## config.mk

```make
export PLATFORM = sky130hd
export DESIGN_NAME = half_duplex_uart_bit_engine
export DESIGN_NICKNAME = d
export VERILOG_FILES = /design/src/rtl/hdu_pkg.sv /design/src/rtl/hdu_tx_queue.sv /design/src/rtl/hdu_bit_core.sv /design/src/rtl/half_duplex_uart_bit_engine.sv
export SDC_FILE = /design/constraint.sdc
export NUM_CORES = 1
export LEC_CHECK = 0
export BUFFER_PORTS_ARGS = -buffer_cell sky130_fd_sc_hd__buf_2
export CORE_MARGIN = 2
export CORE_UTILIZATION = 60
export DETAILED_ROUTE_END_ITERATION = 6
export PLACE_DENSITY = 0.8
export SYNTH_ARGS = -nofsm -noshare
export SYNTH_HDL_FRONTEND = slang
export SYNTH_SLANG_ARGS = --single-unit
```

## constraint.sdc

```tcl
create_clock -name clock -period 7.9 [get_ports clock]
set_input_delay 0.79 -clock clock [delete_from_list [all_inputs] [get_ports clock]]
set_output_delay 0.79 -clock clock [all_outputs]
set_load 0.01 [all_outputs]
```

## src/rtl/hdu_pkg.sv

```systemverilog
// ----------------------------------------------------------------------------
// hdu_pkg
// Shared types and constants of the half-duplex UART bit engine.
// ----------------------------------------------------------------------------
package hdu_pkg;

   localparam int TxQueueDepth   = 128;
   localparam int QueueAddrWidth = $clog2(TxQueueDepth);
   localparam int QueueFillWidth = $clog2(TxQueueDepth + 1);

   localparam int CsrAddrWidth = 2;
   localparam int CsrDataWidth = 32;

   localparam logic [1:0] ModeIdle     = 2'd0;
   localparam logic [1:0] ModeReceive  = 2'd1;
   localparam logic [1:0] ModeTransmit = 2'd2;

   localparam logic [3:0] LastDataCount = 4'd8;
   localparam logic [3:0] StopCount     = 4'd9;

   typedef struct packed {
      logic       rx_level;
      logic       push_valid;
      logic [7:0] push_byte;
   } req_payload_type;

   typedef struct packed {
      logic       tx_level;
      logic       rx_valid;
      logic [7:0] rx_byte;
      logic       tx_done;
      logic       push_dropped;
   } rsp_payload_type;

   typedef struct packed {
      logic       pop;
      logic       push;
      logic [7:0] push_byte;
   } queue_ctl_type;

   typedef struct packed {
      logic       not_empty;
      logic [7:0] head_byte;
      logic       dropped;
   } queue_status_type;

endpackage

```

## src/rtl/hdu_tx_queue.sv

```systemverilog
// ----------------------------------------------------------------------------
// hdu_tx_queue
// Transmit byte queue: a memory with head, tail and fill count. The byte at
// the head is kept in a read register that follows the next head address.
// ----------------------------------------------------------------------------
module hdu_tx_queue (
   input  logic                      clock,
   input  logic                      reset,
   input  hdu_pkg::queue_ctl_type    ctl,
   output hdu_pkg::queue_status_type status
);
   import hdu_pkg::*;

   logic [7:0]                mem [TxQueueDepth];
   logic [7:0]                rd_ff;
   logic [QueueAddrWidth-1:0] head_ff, head_in;
   logic [QueueAddrWidth-1:0] tail_ff, tail_in;
   logic [QueueFillWidth-1:0] fill_ff, fill_in;
   logic [QueueFillWidth-1:0] fill_after;
   logic                      do_pop, do_push, full_after;

   function automatic logic [QueueAddrWidth-1:0] next_slot(
      input logic [QueueAddrWidth-1:0] idx);
      if (idx == QueueAddrWidth'(TxQueueDepth - 1)) begin
         return '0;
      end
      return idx + 1'b1;
   endfunction

   always_comb begin
      do_pop     = ctl.pop && (fill_ff != '0);
      fill_after = fill_ff - QueueFillWidth'(do_pop);
      full_after = (fill_after == QueueFillWidth'(TxQueueDepth));
      do_push    = ctl.push && !full_after;
      head_in    = do_pop ? next_slot(head_ff) : head_ff;
      tail_in    = do_push ? next_slot(tail_ff) : tail_ff;
      fill_in    = fill_after + QueueFillWidth'(do_push);
   end

   always_ff @(posedge clock) begin
      if (reset) begin
         head_ff <= '0;
         tail_ff <= '0;
         fill_ff <= '0;
      end else begin
         head_ff <= head_in;
         tail_ff <= tail_in;
         fill_ff <= fill_in;
      end
   end

   always_ff @(posedge clock) begin
      if (do_push) begin
         mem[tail_ff] <= ctl.push_byte;
      end
      if (do_push && (tail_ff == head_in)) begin
         rd_ff <= ctl.push_byte;
      end else begin
         rd_ff <= mem[head_in];
      end
   end

   assign status.not_empty = (fill_ff != '0);
   assign status.head_byte = rd_ff;
   assign status.dropped   = ctl.push && full_after;

endmodule

```

## src/rtl/hdu_bit_core.sv

```systemverilog
// ----------------------------------------------------------------------------
// hdu_bit_core
// Per-tick receive and transmit state: bit counter, start flag, shift
// registers, load step and line level, advanced once per transfer.
// ----------------------------------------------------------------------------
module hdu_bit_core (
   input  logic                      clock,
   input  logic                      reset,
   input  logic                      step,
   input  logic                      clear_start,
   input  logic [1:0]                link_mode,
   input  hdu_pkg::req_payload_type  req,
   input  hdu_pkg::queue_status_type qstat,
   output hdu_pkg::queue_ctl_type    qctl,
   output hdu_pkg::rsp_payload_type  result
);
   import hdu_pkg::*;

   logic [3:0] count_ff, count_in, count_inc;
   logic       start_ff, start_in;
   logic [7:0] rx_shift_ff, rx_shift_in;
   logic [7:0] tx_shift_ff, tx_shift_in;
   logic       loaded_ff, loaded_in;
   logic       line_ff, line_in;
   logic       rx_valid, tx_done;
   logic [7:0] rx_out;

   always_comb begin
      count_in    = count_ff;
      start_in    = start_ff;
      rx_shift_in = rx_shift_ff;
      tx_shift_in = tx_shift_ff;
      loaded_in   = loaded_ff;
      line_in     = line_ff;
      rx_valid    = 1'b0;
      rx_out      = '0;
      tx_done     = 1'b0;
      count_inc   = count_ff + 4'd1;
      unique case (link_mode)
         ModeReceive: begin
            if (!start_ff) begin
               if (!req.rx_level) begin
                  start_in    = 1'b1;
                  rx_shift_in = '0;
                  count_in    = '0;
               end
            end else begin
               count_in = (count_ff < StopCount) ? count_inc : count_ff;
               if (count_in <= LastDataCount) begin
                  rx_shift_in = {rx_shift_ff[7] | req.rx_level, rx_shift_ff[6:0]};
                  if (count_in < LastDataCount) begin
                     rx_shift_in = {1'b0, rx_shift_in[7:1]};
                  end
               end else if (req.rx_level) begin
                  rx_valid = 1'b1;
                  rx_out   = rx_shift_ff;
                  start_in = 1'b0;
                  count_in = '0;
               end
            end
         end
         ModeTransmit: begin
            if (!loaded_ff) begin
               if (qstat.not_empty) begin
                  tx_shift_in = qstat.head_byte;
                  loaded_in   = 1'b1;
                  count_in    = '0;
               end
            end else if (!start_ff) begin
               start_in = 1'b1;
               line_in  = 1'b0;
            end else begin
               count_in = count_inc;
               if ((count_inc >= 4'd1) && (count_inc <= LastDataCount)) begin
                  line_in     = tx_shift_ff[0];
                  tx_shift_in = {1'b0, tx_shift_ff[7:1]};
               end else if (count_inc == StopCount) begin
                  start_in  = 1'b0;
                  line_in   = 1'b1;
                  tx_done   = 1'b1;
                  count_in  = '0;
                  loaded_in = 1'b0;
               end
            end
         end
         default: begin
         end
      endcase
   end

   always_ff @(posedge clock) begin
      if (reset) begin
         count_ff    <= '0;
         start_ff    <= 1'b0;
         rx_shift_ff <= '0;
         tx_shift_ff <= '0;
         loaded_ff   <= 1'b0;
         line_ff     <= 1'b1;
      end else begin
         if (clear_start) begin
            start_ff <= 1'b0;
         end else if (step) begin
            start_ff <= start_in;
         end
         if (step) begin
            count_ff    <= count_in;
            rx_shift_ff <= rx_shift_in;
            tx_shift_ff <= tx_shift_in;
            loaded_ff   <= loaded_in;
            line_ff     <= line_in;
         end
      end
   end

   assign qctl.pop       = step && tx_done;
   assign qctl.push      = step && req.push_valid;
   assign qctl.push_byte = req.push_byte;

   assign result.tx_level     = line_in;
   assign result.rx_valid     = rx_valid;
   assign result.rx_byte      = rx_out;
   assign result.tx_done      = tx_done;
   assign result.push_dropped = qstat.dropped;

endmodule

```

## src/rtl/half_duplex_uart_bit_engine.sv

```systemverilog
// ----------------------------------------------------------------------------
// half_duplex_uart_bit_engine
// Half-duplex 8N1 UART advanced by one bit-time tick per request transfer,
// with a transmit byte queue and a mode register.
//
//   channel   direction  handshake            payload
//   req_      in         req_valid/req_ready  rx_level, push_valid, push_byte
//   rsp_      out        rsp_valid/rsp_ready  tx_level, rx_valid, rx_byte,
//                                             tx_done, push_dropped
//   csr_      in         APB psel/penable     link_mode, paddr not decoded
//
// Each tick is worked in the cycle of its transfer and its result appears in
// the output register in the next cycle; one tick per clock is sustained
// unless a result waits and rsp_ready is low; only then do requests stall.
// The queue memory needs no clearing pass; reset only clears its pointers.
// Synchronous active-high reset puts the line idle high and the mode idle.
// ----------------------------------------------------------------------------
module half_duplex_uart_bit_engine (
   input  logic                               clock,
   input  logic                               reset,
   input  logic                               req_valid,
   output logic                               req_ready,
   input  hdu_pkg::req_payload_type           req_payload,
   output logic                               rsp_valid,
   input  logic                               rsp_ready,
   output hdu_pkg::rsp_payload_type           rsp_payload,
   input  logic                               csr_psel,
   input  logic                               csr_penable,
   input  logic                               csr_pwrite,
   input  logic [hdu_pkg::CsrAddrWidth-1:0]   csr_paddr,
   input  logic [hdu_pkg::CsrDataWidth-1:0]   csr_pwdata,
   output logic [hdu_pkg::CsrDataWidth-1:0]   csr_prdata,
   output logic                               csr_pready
);
   import hdu_pkg::*;

   logic             step;
   logic             csr_write;
   logic [1:0]       mode_ff;
   logic             rsp_valid_ff;
   rsp_payload_type  rsp_ff, rsp_in;
   queue_ctl_type    qctl;
   queue_status_type qstat;

   assign csr_pready = 1'b1;
   assign csr_write  = csr_psel && csr_penable && csr_pwrite;
   assign csr_prdata = CsrDataWidth'(mode_ff);

   always_ff @(posedge clock) begin
      if (reset) begin
         mode_ff <= ModeIdle;
      end else if (csr_write) begin
         mode_ff <= csr_pwdata[1:0];
      end
   end

   assign req_ready = !rsp_valid_ff || rsp_ready;
   assign step      = req_valid && req_ready;

   hdu_bit_core u_core (
      .clock       (clock),
      .reset       (reset),
      .step        (step),
      .clear_start (csr_write),
      .link_mode   (mode_ff),
      .req         (req_payload),
      .qstat       (qstat),
      .qctl        (qctl),
      .result      (rsp_in)
   );

   hdu_tx_queue u_queue (
      .clock  (clock),
      .reset  (reset),
      .ctl    (qctl),
      .status (qstat)
   );

   always_ff @(posedge clock) begin
      if (reset) begin
         rsp_valid_ff <= 1'b0;
      end else if (req_ready) begin
         rsp_valid_ff <= req_valid;
      end
   end

   always_ff @(posedge clock) begin
      if (step) begin
         rsp_ff <= rsp_in;
      end
   end

   assign rsp_valid   = rsp_valid_ff;
   assign rsp_payload = rsp_ff;

   a_step_gives_result : assert property (@(posedge clock) disable iff (reset)
      step |=> rsp_valid)
      else $error("accepted tick did not produce a result");

   a_stall_only_on_result : assert property (@(posedge clock) disable iff (reset)
      !req_ready |-> (rsp_valid && !rsp_ready))
      else $error("request stalled without a waiting result");

   a_done_line_high : assert property (@(posedge clock) disable iff (reset)
      (rsp_valid && rsp_payload.tx_done) |-> rsp_payload.tx_level)
      else $error("stop bit reported with line low");

   a_rx_tx_exclusive : assert property (@(posedge clock) disable iff (reset)
      rsp_valid |-> !(rsp_payload.rx_valid && rsp_payload.tx_done))
      else $error("receive and transmit events in one tick");

endmodule

```

# Yosys cells after proc, flatten, opt, wreduce, memory -nomap -nowiden
# Memories as Yosys holds them, arrays and structs flattened. A register that Yosys moved wholly into a read port is not among the register bits.
# Index checks and enable logic that the tools add are counted.
# classes
order_cmp	5
n_eq_ne	14
reduce_logical	23
n_bitwise	3
addsub	5
muxes	49
# op_table
op	n
$mux 8	8
$mux 4	10
$mux 7	5
$mux 1	24
$add 7x1->7 const B	2
$eq 7x7->1 const B	2
$reduce_and 5->1	2
$logic_and 1x1->1	9
$ne 3x2->1 const B	3
$add 8x1->8	1
$eq 8x8->1 const B	1
$le 4x4->1 const B	2
$lt 4x4->1 const B	2
$pmux 4 s2	1
$reduce_bool 8->1	1
$sub 8x1->8	1
$ne 2x2->1 const B	3
$reduce_and 3->1	2
$add 4x1->4 const B	1
$eq 4x4->1 const B	1
$ge 4x1->1 const B	1
$ne 2x1->1 const B	2
$reduce_and 4->1	1
$reduce_bool 2->1	2
10 further kinds	12
# totals
wordCells	117
input_bits	51
n_memories	1
regBits	60
out_inout_bits	47
mem_bits_rw	1024
# mem_list
name	depth	word_bits	rd	rd_clocked_by_memory_dff	write_ports	line	text
u_queue.mem	128	8	1	1	1	hdu_tx_queue.sv:14	logic [7:0] mem [TxQueueDepth];

# Depth between registers and ports, before layout
# Gate-level depths: netlist (run 1).
# logic_depth
ltp_word	15
ltp_mapped	24
mapped_depth_nobuf	20

# Cells and area by module
# Synthesis (run 1) repeated with hierarchy kept, for this count alone.
# unflattened
hier_cells	2054
hier_area_um2	43350.3
# by_module_without_submodules
module	instances	seq_area_each_um2	cells_each	area_per_inst_um2
hdu_tx_queue	1	31330.0	1784	40850.4
hdu_bit_core	1	460.4	210	1755.4
half_duplex_uart_bit_engine	1	420.4	60	744.5

# Least setup slack after synthesis (run 1)
# Ideal clock, no wire load.
# synth_timing
path_type	register -> register
startpoint	reg u_core.count_ff[0]
endpoint	mem u_queue.mem[127][0] (enable)
path_slack_ns	3.783
setup_time_ns	0.370
stages_incl_launch_ff	20
arrival_time_ns	3.747
t_required_ns	7.530
path_buffers	5
period_less_slack_ns	4.117
path_cell_list	dfxtp_1 -> ha_1 -> clkbuf_1 -> nand2_1 -> o21ai_0 -> o2bb2ai_1 -> nand4_1 -> buf_2 -> inv_1 -> ha_1 -> ha_1 -> buf_6 -> inv_1 -> or2_0 -> xor2_1 -> nand4b_1 -> buf_4 -> nand4_2 -> buf_4 -> nor2_1
# synth_via
elab_chain_cells	15
word_cells_on_any_way	18
classes_between	add/sub (2); order compare (2); eq/ne (2); mux (7); reduce/logical (5)
# synth_rtl
item	line	text
start, declared	hdu_bit_core.sv:19	logic [3:0] count_ff, count_in, count_inc;
start signal, assigned	hdu_bit_core.sv:106	count_ff <= count_in;
$add 4x1->4 *	hdu_bit_core.sv:38	count_inc = count_ff + 4'd1;
$ge 4x1->1 (tied with other cells)	hdu_bit_core.sv:74	if ((count_inc >= 4'd1) && (count_inc <= LastDataCount)) begin
$logic_and 1x1->1 / $mux 1 (equally long branches)	hdu_bit_core.sv:74, hdu_bit_core.sv:77	
$mux 1 *	hdu_bit_core.sv:74	
$mux 1 *	hdu_bit_core.sv:69	end else if (!start_ff) begin
$mux 1 *	hdu_bit_core.sv:63	if (!loaded_ff) begin
$mux 1 *	hdu_bit_core.sv:39	unique case (link_mode)
$logic_and 1x1->1 *	hdu_bit_core.sv:115	assign qctl.pop = step && tx_done;
$logic_and 1x1->1 *	hdu_tx_queue.sv:31	do_pop = ctl.pop && (fill_ff != '0);
$sub 8x1->8 *	hdu_tx_queue.sv:32	fill_after = fill_ff - QueueFillWidth'(do_pop);
$eq 8x8->1 *	hdu_tx_queue.sv:33	full_after = (fill_after == QueueFillWidth'(TxQueueDepth));
$logic_not 1->1 *	hdu_tx_queue.sv:34	do_push = ctl.push && !full_after;
$logic_and 1x1->1 *	hdu_tx_queue.sv:34	
$mux 1 *	hdu_tx_queue.sv:53	if (do_push) begin
$mux 1 (implied by the code) *	hdu_tx_queue.sv:54	mem[tail_ff] <= ctl.push_byte;
end, declared	hdu_tx_queue.sv:14	
# Every way passes the cells marked *; elsewhere a longest branch is shown, timed or not.

# Final worst setup path (run 1)
# layout_timing
startpoint	reg u_core.count_ff[0]
endpoint	mem u_queue.mem[101][5] (enable)
# Same word-level chain as after synthesis.

==> results.env, run 1 <==
STATUS='finished clean'
CRITICAL-PATH-MAX-STAGE-DELAY_PS=1070
POSTSYNTHCELLCOUNT=2302
DIE_AREA_MM2=0.07450
CRIT_PATH_TOP_DELAY_CELL='sky130_fd_sc_hd__nor2_1'
SKEW_PS=21.67
SYNTHESIS.AREA_PER_INSTANCE_UM2=18.85
CLOCK_POWER_SHARE_PCT=43.6
SYN2LAYOUT_AREA_GROWTH_PCT=9.969
PLACEMENTROWS=98
COMBPWRFRAC_PCT=1.3
LAYOUT.AREA.SEQ_MM2=0.03222
WORST-ENDPOINT-ARRIVAL_PS=6690
CLOCKBUFFERDEPTH=3
WL_PER_CELL_UM=29.31
MOST-COMMON-LAYOUT-CELLS='1036 x sky130_fd_sc_hd__edfxtp_1, 223 x sky130_fd_sc_hd__mux4_2, 169 x sky130_fd_sc_hd__nor2_1'
WORST_PATH_MOST_REPEATED_CELL='sky130_fd_sc_hd__ha_1'
FINAL_SETUP_VIOLATION_COUNT=0
YS_SEQ_ELEMENTS=1091
CLKSLEWWORSTSETUPHOLDPATHS_PS=60
POST_CTS_HOLD_BUFFER_COUNT=0
DIE-HEIGHT_UM=273.0
VIA_COUNT_OF_THE_FIRST_GLOBAL_ROUTING_PASS=22784
BOUNDARYPINS=98
UNREPAIRED_SETUP_ENDPOINTS_AFTER_GLOBAL_ROUTING='false'
N_ANTENNA_CELL=0
ASYNC_RESET_FF_SHARE_PCT=0
DETAILEDROUTE.FIRSTITERATIONVIOLATIONS=3240
SYNTH_TOP_FLOP_CELL='sky130_fd_sc_hd__edfxtp_1'
SYNTH_ENABLE_FLOP_CELLS=1036
LAYOUT_COMMONEST_CELL='sky130_fd_sc_hd__edfxtp_1'
MAX_FREQ_GHz=0.1562
FINALMAXSLEWVIOLATIONS=0
DRTANTENNAVIOLNETS=0
VIA_COUNT=22927
CRITPATHBUFINV=2
TIMING.CRITICAL_PATH.TO_TYPE='flip-flop'
GRT_ANTENNA_BEFORE_REPAIR=1
HOLDWS_PS=368.5
SYNTH_CELL_TYPES=73
PLACEABLE_CORE_REGION_MM2=0.07161
MAX_VDD_DROP_uV=209.2
SYNTH_AREA_MM2=0.04340
ROUTED_VIA_COUNT_DIVIDED_BY_CELL_COUNT=6.781
GLOBALROUTETOTALUTIL_PCT=26.84
FINAL_NET_COUNT=2404
GRT_OVERFLOW=0
POST_ROUTE_CELLS_DRIVE_ABOVE_1_SHARE_PCT=19.50
POWER_TOTAL_mW=11.51
CTS_REPAIR_RESIZE_COUNT=0
CRIT_PATH_MAX_FANOUT=16
MULTIINPUTGATEAREA_MM2=0.01032
CTS_INSERTED_BUFFERS=104
PORT_BUFFERS=34
CTS_TREE='yes'
DR_PASS1_ITERATIONS=6
POWER.SHARE.SWITCHING_PCT=19.99
CLOCK_ROOT_BUFFER='sky130_fd_sc_hd__clkbuf_16'
PLACE_HPWL_UM=57500
SYNTH.YOSYS.SEQ_AREA_SHARE_PCT=74.22
SETUP_TNS_FINAL_PS=0
MIN_PERIOD_OVER_PERIOD_PCT=81.02
WORST_EP_REQUIRED_TIME_PS=8190
FP.DIEW_UM=273.0
POWER-PER-CELL-AREA_mW_PER_MM2=241.1
SETUP.WORST_PATH.START_CLASS='flip-flop'
MAX_CAP_VIOLATIONS=0
CRITICAL_PATH.TOP_DELAY_FAMILY='simple AND/OR/NAND/NOR gates'
INITIAL_CORE_UTIL_PCT=60.61
CELL_BREAKDOWN_OF_THE_CRITICAL_PATH='ha_1, nand2_1, o21ai_0, o2bb2ai_1, nand4_1, inv_1, ha_1, ha_1, inv_1, or2_0, xor2_1, nand4b_1, nand4_2, nor2_1'
GPL.FINAL_WEIGHTED_CONGESTION=0.8602
LEAK_PWR_nW=14.33
POWER_FRAC_SEQ_PCT=55.0
POWER.INTERNAL_mW=9.206
POSTCTSSETUPREPAIRBUFS=0
HOLD_VIOLATIONS=0
CLASS_OF_THE_TIGHTEST_HOLD_OR_REMOVAL_CHECK='in -> reg'
CTS_H_TREE_DEPTH=3
WORSTSKEWPAIRLATENCY_PS=690
SWITCHING_POWER_mW=2.300
TIMING_WORST_SLEW_PIN_VALUE_PS=1343
ROUTED_WIRE_LENGTH_UM=99100
SYNTHESIS.YOSYS.WARNINGS=0
MAXSLEWHEADROOM_PCT=10.50
KIND_OF_CRITICAL_PATH='reg -> reg'
CTS.SINKS=1091
FINAL.MIN_CLOCK_PERIOD_PS=6400
GRT_FIRST_PASS_WIRELENGTH_UM=146700
PIN_COUNT_OF_THE_BIGGEST_NET_ENTERING_GLOBAL_ROUTING=127
DRC=0
LAYOUT.FILLER_CELLS=4394
synth_stat cells (all sizes together), types with 5 or more instances:
cell type  count  area [µm²]
nor2b         24       150.1
o21ai         36       180.2
a31oi         10       68.81
o221ai        27       236.5
and3           6       38.79
nor4          13       81.33
xnor2          9       78.83
a22oi         86       645.6
dfxtp         55        1101
o31ai          5       37.54
buf          104       643.1
clkbuf        51       231.5
ha            12       150.1
nand3         21       105.1
a211oi         7       52.55
a21oi         68       340.3
o22ai         20       125.1
a21boi        16       120.1
and2          26       162.6
inv           24       90.08
mux2i         95       950.9
mux4         223        5022
or2            6       37.54
nand2b        13       81.33
edfxtp      1036       31110
nor3          13       65.06
nand4         15       125.1
or4            5       41.29
nor2         170       638.1
mux2           6       67.56
nand2         46       172.7
metal layers:
metal	part of all wire, %	vias to the layer above	routed length, µm	global-route usage (%)
met5	0	-	0	0
met4	4.4	0	4339	11.32
met3	11	286	10530	5.887
met2	48	1553	47440	42.29
met1	37	11680	36790	36.87
li1	-	9408	-	-
final cells by class:
type | count | area share, %
sequential | 1091 | 67.51
inverter | 25 | 0.1966
multi-input combinational | 1059 | 21.63
clock inverter | 72 | 1.523
tap | 950 | 2.490
timing repair buffer | 60 | 0.9123
clock buffer | 124 | 5.741
sequential cells by signal (all words and copies together), names as in the netlist, named ones only:
name and cells:
mode_ff 2, u_core.rx_shift_ff 8, u_queue.fill_ff 8, rsp_payload 12
u_queue.tail_ff 7, rsp_valid 1, u_core.line_ff 1, u_core.tx_shift_ff 8
u_core.count_ff 4, u_queue.head_ff 7, u_core.start_ff 1, u_core.loaded_ff 1
u_queue.mem 1024
power by group through the flow:
| stage | registers (mW) | clock network [mW] | logic [mW] |
|---|---|---|---|
| floorplan | 6.46 | 0 | 0.0458 |
| global placement | 6.46 | 0 | 0.139 |
| detailed placement | 6.46 | 0 | 0.149 |
| CTS | 6.33 | 5.06 | 0.150 |
| global route | 6.33 | 5.26 | 0.163 |
| finish | 6.33 | 5.02 | 0.152 |
final timing paths:
kind | start | to | slack (ps) | depth (start not counted)
setup reg to reg | u_core.count_ff[0] | u_queue.mem[101][5] | 1500 | 14
hold reg to reg | u_queue.head_ff[6] | flip-flop | 510 | 1
hold / removal | csr_pwdata[0] | mode_ff[0] | 370 | 3
setup / recovery | u_core.count_ff[0] | u_queue.mem[101][5] | 1500 | 14
cells by family (layout without fill, tap and decap cells):
group	count (synthesis)	in the layout	synth area share (%)
fa+ha+maj	12	12	0.3459
mux	324	324	13.92
other cells	2	31	0.01730
xor+xnor	13	13	0.2623
simple gates	374	374	4.203
buf+inv	181	281	2.260
flops	1091	1091	74.22
compound gates	305	305	4.777
per-stage QoR:
| stage | setup WS, ps | utilization (%) | cell area [µm²] | instances |
|---|---|---|---|---|
| after floorplan | 3783 | - | 43510 | 2331 |
| after global routing | 1093 | 66.65 | 47730 | 3381 |
| after CTS | 1669 | 66.65 | 47730 | 3381 |
| final | 1500 | 66.65 | 47730 | 3381 |
| after detailed placement | 1771 | 61.81 | 44260 | 3185 |
| after global placement | 1896 | 61.81 | 44260 | 3185 |
worst register-to-register path, delay by kind of cell, from the launching register on:
| kind | cells | cell delay (ps) |
|---|---|---|
| AND/OR/NAND/NOR | 6 | 3600 |
| adder cells (fa/ha/maj) | 3 | 900 |
| flip-flops | 1 | 530 |
| AO/OA/AOI/OAI | 2 | 410 |
| buffers and inverters | 2 | 370 |
| XOR/XNOR | 1 | 190 |
(Power assumes the default switching activity.)
==> run 2: changes to the inputs <==
CORE_UTILIZATION = 56   (was 60)
PLACE_DENSITY = 0.78   (was 0.8)
clock period = 5.6 ns   (was 7.9 ns; I/O delays follow)
==> run 2 against run 1 <==
Clock skew is 3.9 ps higher. Via count is 0.93% higher. Sequential cell count did not move. Non-clock buffer count grew 68. Die area rose by 7.0%. Register-to-register slack got worse by 870 ps. Critical path depth increased by 7. First-iteration DRC count is 7.8% lower. Power up 38%. Core utilization shrank 4.2 points. Fmax increased by 29%.
==> results.env, run 2 (synthesized netlist as in run 1, its figures left out) <==
KIND_OF_CRITICAL_PATH='reg -> reg'
CLKSLEWWORSTSETUPHOLDPATHS_PS=60  # about the same
MOST-COMMON-LAYOUT-CELLS='1036 x sky130_fd_sc_hd__edfxtp_1, 223 x sky130_fd_sc_hd__mux4_2, 169 x sky130_fd_sc_hd__nor2_1'
LEAK_PWR_nW=14.61  # +1.9%
CTS_TREE='yes'
PIN_COUNT_OF_THE_BIGGEST_NET_ENTERING_GLOBAL_ROUTING=99  # -22%
POWER_TOTAL_mW=15.87  # +38%
CTS_REPAIR_RESIZE_COUNT=0  # unchanged
PLACE_HPWL_UM=58060  # +0.97%
GRT_OVERFLOW=0  # unchanged
DETAILEDROUTE.FIRSTITERATIONVIOLATIONS=2986  # -7.8%
CLASS_OF_THE_TIGHTEST_HOLD_OR_REMOVAL_CHECK='in -> reg'
CRITICAL_PATH.REG2REG.ENDPOINT='u_queue.fill_ff[4]'
COMBPWRFRAC_PCT=1.4  # about the same
LAYOUT.FILLER_CELLS=5073  # +15%
MIN_DELAY_PATH_DEPTH=3  # unchanged
CRIT_PATH_START='u_core.count_ff[0]'
LAYOUT_COMMONEST_CELL='sky130_fd_sc_hd__edfxtp_1'
LARGEST_REG_FLOPS=1024  # unchanged
POWER.INTERNAL_mW=12.71  # +38%
MIN_PERIOD_OVER_PERIOD_PCT=88.71  # +7.7 points
SKEW_PS=25.52  # +3.854 ps
CRIT_PATH_MAX_FANOUT=13  # -3
WL_PER_CELL_UM=27.98  # -4.5%
INITIAL_CORE_UTIL_PCT=56.30  # -4.3 points
DRTANTENNAVIOLNETS=0  # unchanged
MAXSLEWHEADROOM_PCT=15.67  # +5.2 points
FINALMAXSLEWVIOLATIONS=0  # unchanged
GRT_FIRST_PASS_WIRELENGTH_UM=146500  # -0.19%
DRC=0  # unchanged
CTS_INSERTED_BUFFERS=103  # -0.96%
N_ANTENNA_CELL=0  # unchanged
PLACEABLE_CORE_REGION_MM2=0.07708  # +7.6%
CRIT-REG2REG-LAUNCH='u_core.count_ff[0]'
WORSTSKEWPAIRLATENCY_PS=670  # -20 ps
FINAL_SETUP_VIOLATION_COUNT=0  # unchanged
PORT_BUFFERS=34  # unchanged
VIA_COUNT_OF_THE_FIRST_GLOBAL_ROUTING_PASS=22849  # +0.29%
POWER_FRAC_SEQ_PCT=56.3  # +1.3 points
TIMING.CRITICAL_PATH.TO_TYPE='flip-flop'
FINAL.MIN_CLOCK_PERIOD_PS=4968  # -1433 ps
POWER.SHARE.SWITCHING_PCT=19.88  # -0.12 points
UNREPAIRED_SETUP_ENDPOINTS_AFTER_GLOBAL_ROUTING='false'
DIE-HEIGHT_UM=282.4  # +3.5%
ROUTED_VIA_COUNT_DIVIDED_BY_CELL_COUNT=6.546  # -3.5%
FP.DIEW_UM=282.4  # +3.5%
POWER-PER-CELL-AREA_mW_PER_MM2=329.6  # +37%
PLACEMENTROWS=102  # +4.1%
BOUNDARYPINS=98  # unchanged
ROUTED_WIRE_LENGTH_UM=98930  # -0.18%
LARGEST_REGISTER='u_queue.mem'
SETUP_TNS_FINAL_PS=0  # unchanged
PRE_CTS_WS_PS=782.4  # -989.0 ps
MIN_DELAY_WORST_ENDPOINT='mode_ff[0]'
STATUS='finished clean'
SETUP_SLACK_PS=632.3  # -867.4 ps
FF2FF_PATH_DEPTH=21  # +7
RRSETUPSLACK_PS=630  # -870 ps
DIE_AREA_MM2=0.07975  # +7.0%
GPL.FINAL_WEIGHTED_CONGESTION=0.8984  # +4.4%
CLOCK_POWER_SHARE_PCT=42.3  # -1.3 points
CLOCKBUFFERDEPTH=3  # unchanged
WORST-ENDPOINT-ARRIVAL_PS=5480  # -1210 ps
GLOBALROUTETOTALUTIL_PCT=25.06  # -1.8 points
POST_ROUTE_CELLS_DRIVE_ABOVE_1_SHARE_PCT=21.08  # +1.6 points
CTS_H_TREE_DEPTH=3  # unchanged
WORST_EP_REQUIRED_TIME_PS=6110  # -2080 ps
GRT_ANTENNA_BEFORE_REPAIR=0  # -1
SYN2LAYOUT_AREA_GROWTH_PCT=10.89
POST_CTS_HOLD_BUFFER_COUNT=0  # unchanged
VIA_COUNT=23140  # +0.93%
CTS.SINKS=1091  # unchanged
SETUP.WORST_PATH.START_CLASS='flip-flop'
SWITCHING_POWER_mW=3.153  # +37%
HP-START='csr_pwdata[0]'
TIMING_WORST_SLEW_PIN_VALUE_PS=1265  # -77.61 ps
MAX_VDD_DROP_uV=221.3  # +5.8%
MAX_FREQ_GHz=0.2013  # +29%
POSTCTSSETUPREPAIRBUFS=0  # unchanged
CLOCK_ROOT_BUFFER='sky130_fd_sc_hd__clkbuf_16'
FINAL_NET_COUNT=2471  # +2.8%
MAX_CAP_VIOLATIONS=0  # unchanged
HOLD_VIOLATIONS=0  # unchanged
DR_PASS1_ITERATIONS=6  # unchanged
## run 2: worst max-delay path, cell delays in order, from the launching register on
cell                        delay, ps
sky130_fd_sc_hd__dfxtp_1          540
sky130_fd_sc_hd__ha_1             410
sky130_fd_sc_hd__nand2_1          130
sky130_fd_sc_hd__o21ai_0          180
sky130_fd_sc_hd__o2bb2ai_1        240
sky130_fd_sc_hd__nand4_1          210
sky130_fd_sc_hd__buf_4            230
sky130_fd_sc_hd__inv_1             80
sky130_fd_sc_hd__ha_1             140
sky130_fd_sc_hd__ha_1             310
sky130_fd_sc_hd__inv_1            140
sky130_fd_sc_hd__or2_0            250
sky130_fd_sc_hd__xor2_1           310
sky130_fd_sc_hd__and4b_1          480
sky130_fd_sc_hd__nor2_1           100
sky130_fd_sc_hd__ha_1             230
sky130_fd_sc_hd__ha_1             210
sky130_fd_sc_hd__a21oi_1          170
sky130_fd_sc_hd__a31oi_1           80
sky130_fd_sc_hd__a21oi_1          180
sky130_fd_sc_hd__xnor2_1          130
sky130_fd_sc_hd__nor2_1            50
## run 2: layer usage
metal / track usage (%) / part of all wire, % / up-vias
met5: 0 / 0 / -
met4: 8.330 / 3.0 / 0
met3: 4.345 / 9.9 / 210
met2: 40.12 / 48 / 1460
met1: 35.46 / 39 / 11914
li1: - / - / 9556
## run 2: power by group through the flow
stage          clock network, mW  logic (mW)  registers, mW
2_1_floorplan                  0      0.0646           9.11
3_3_place_gp                   0       0.197           9.11
3_5_place_dp                   0       0.213           9.11
4_1_cts                     6.76       0.213           8.94
5_1_grt                     7.06       0.233           8.93
6_report                    6.72       0.214           8.94
## run 2: how the worst max path moves through the flow
stage                                to  cells past startpoint
floorplan           u_queue.mem[127][0]                     19
global placement     u_queue.fill_ff[7]                     20
detailed placement   u_queue.mem[44][4]                     17
CTS                  u_queue.mem[20][7]                     17
global route         u_queue.fill_ff[7]                     20
finish               u_queue.fill_ff[4]                     21
## run 2: stage by stage
stage	cell area (µm²)	std cells	hold slack [ps]	util, %
2_1_floorplan	43510	2331	457.1	-
3_3_place_gp	44900	3343	477.7	58.24
3_5_place_dp	44900	3343	487.8	58.24
4_1_cts	48130	3535	131.0	62.44
5_1_grt	48130	3535	149.9	62.44
6_report	48130	3535	144.5	62.44
## run 2: area by class of cell
| cell class | instances | area [µm²] | share of cell area [%] |
|---|---|---|---|
| clock buffer | 134 | 2756 | 5.727 |
| clock inverter | 58 | 476.7 | 0.9905 |
| inverter | 25 | 93.84 | 0.1950 |
| multi-input combinational | 1059 | 10320 | 21.45 |
| sequential | 1091 | 32220 | 66.94 |
| tap | 1040 | 1301 | 2.704 |
| timing repair buffer | 128 | 958.4 | 1.991 |
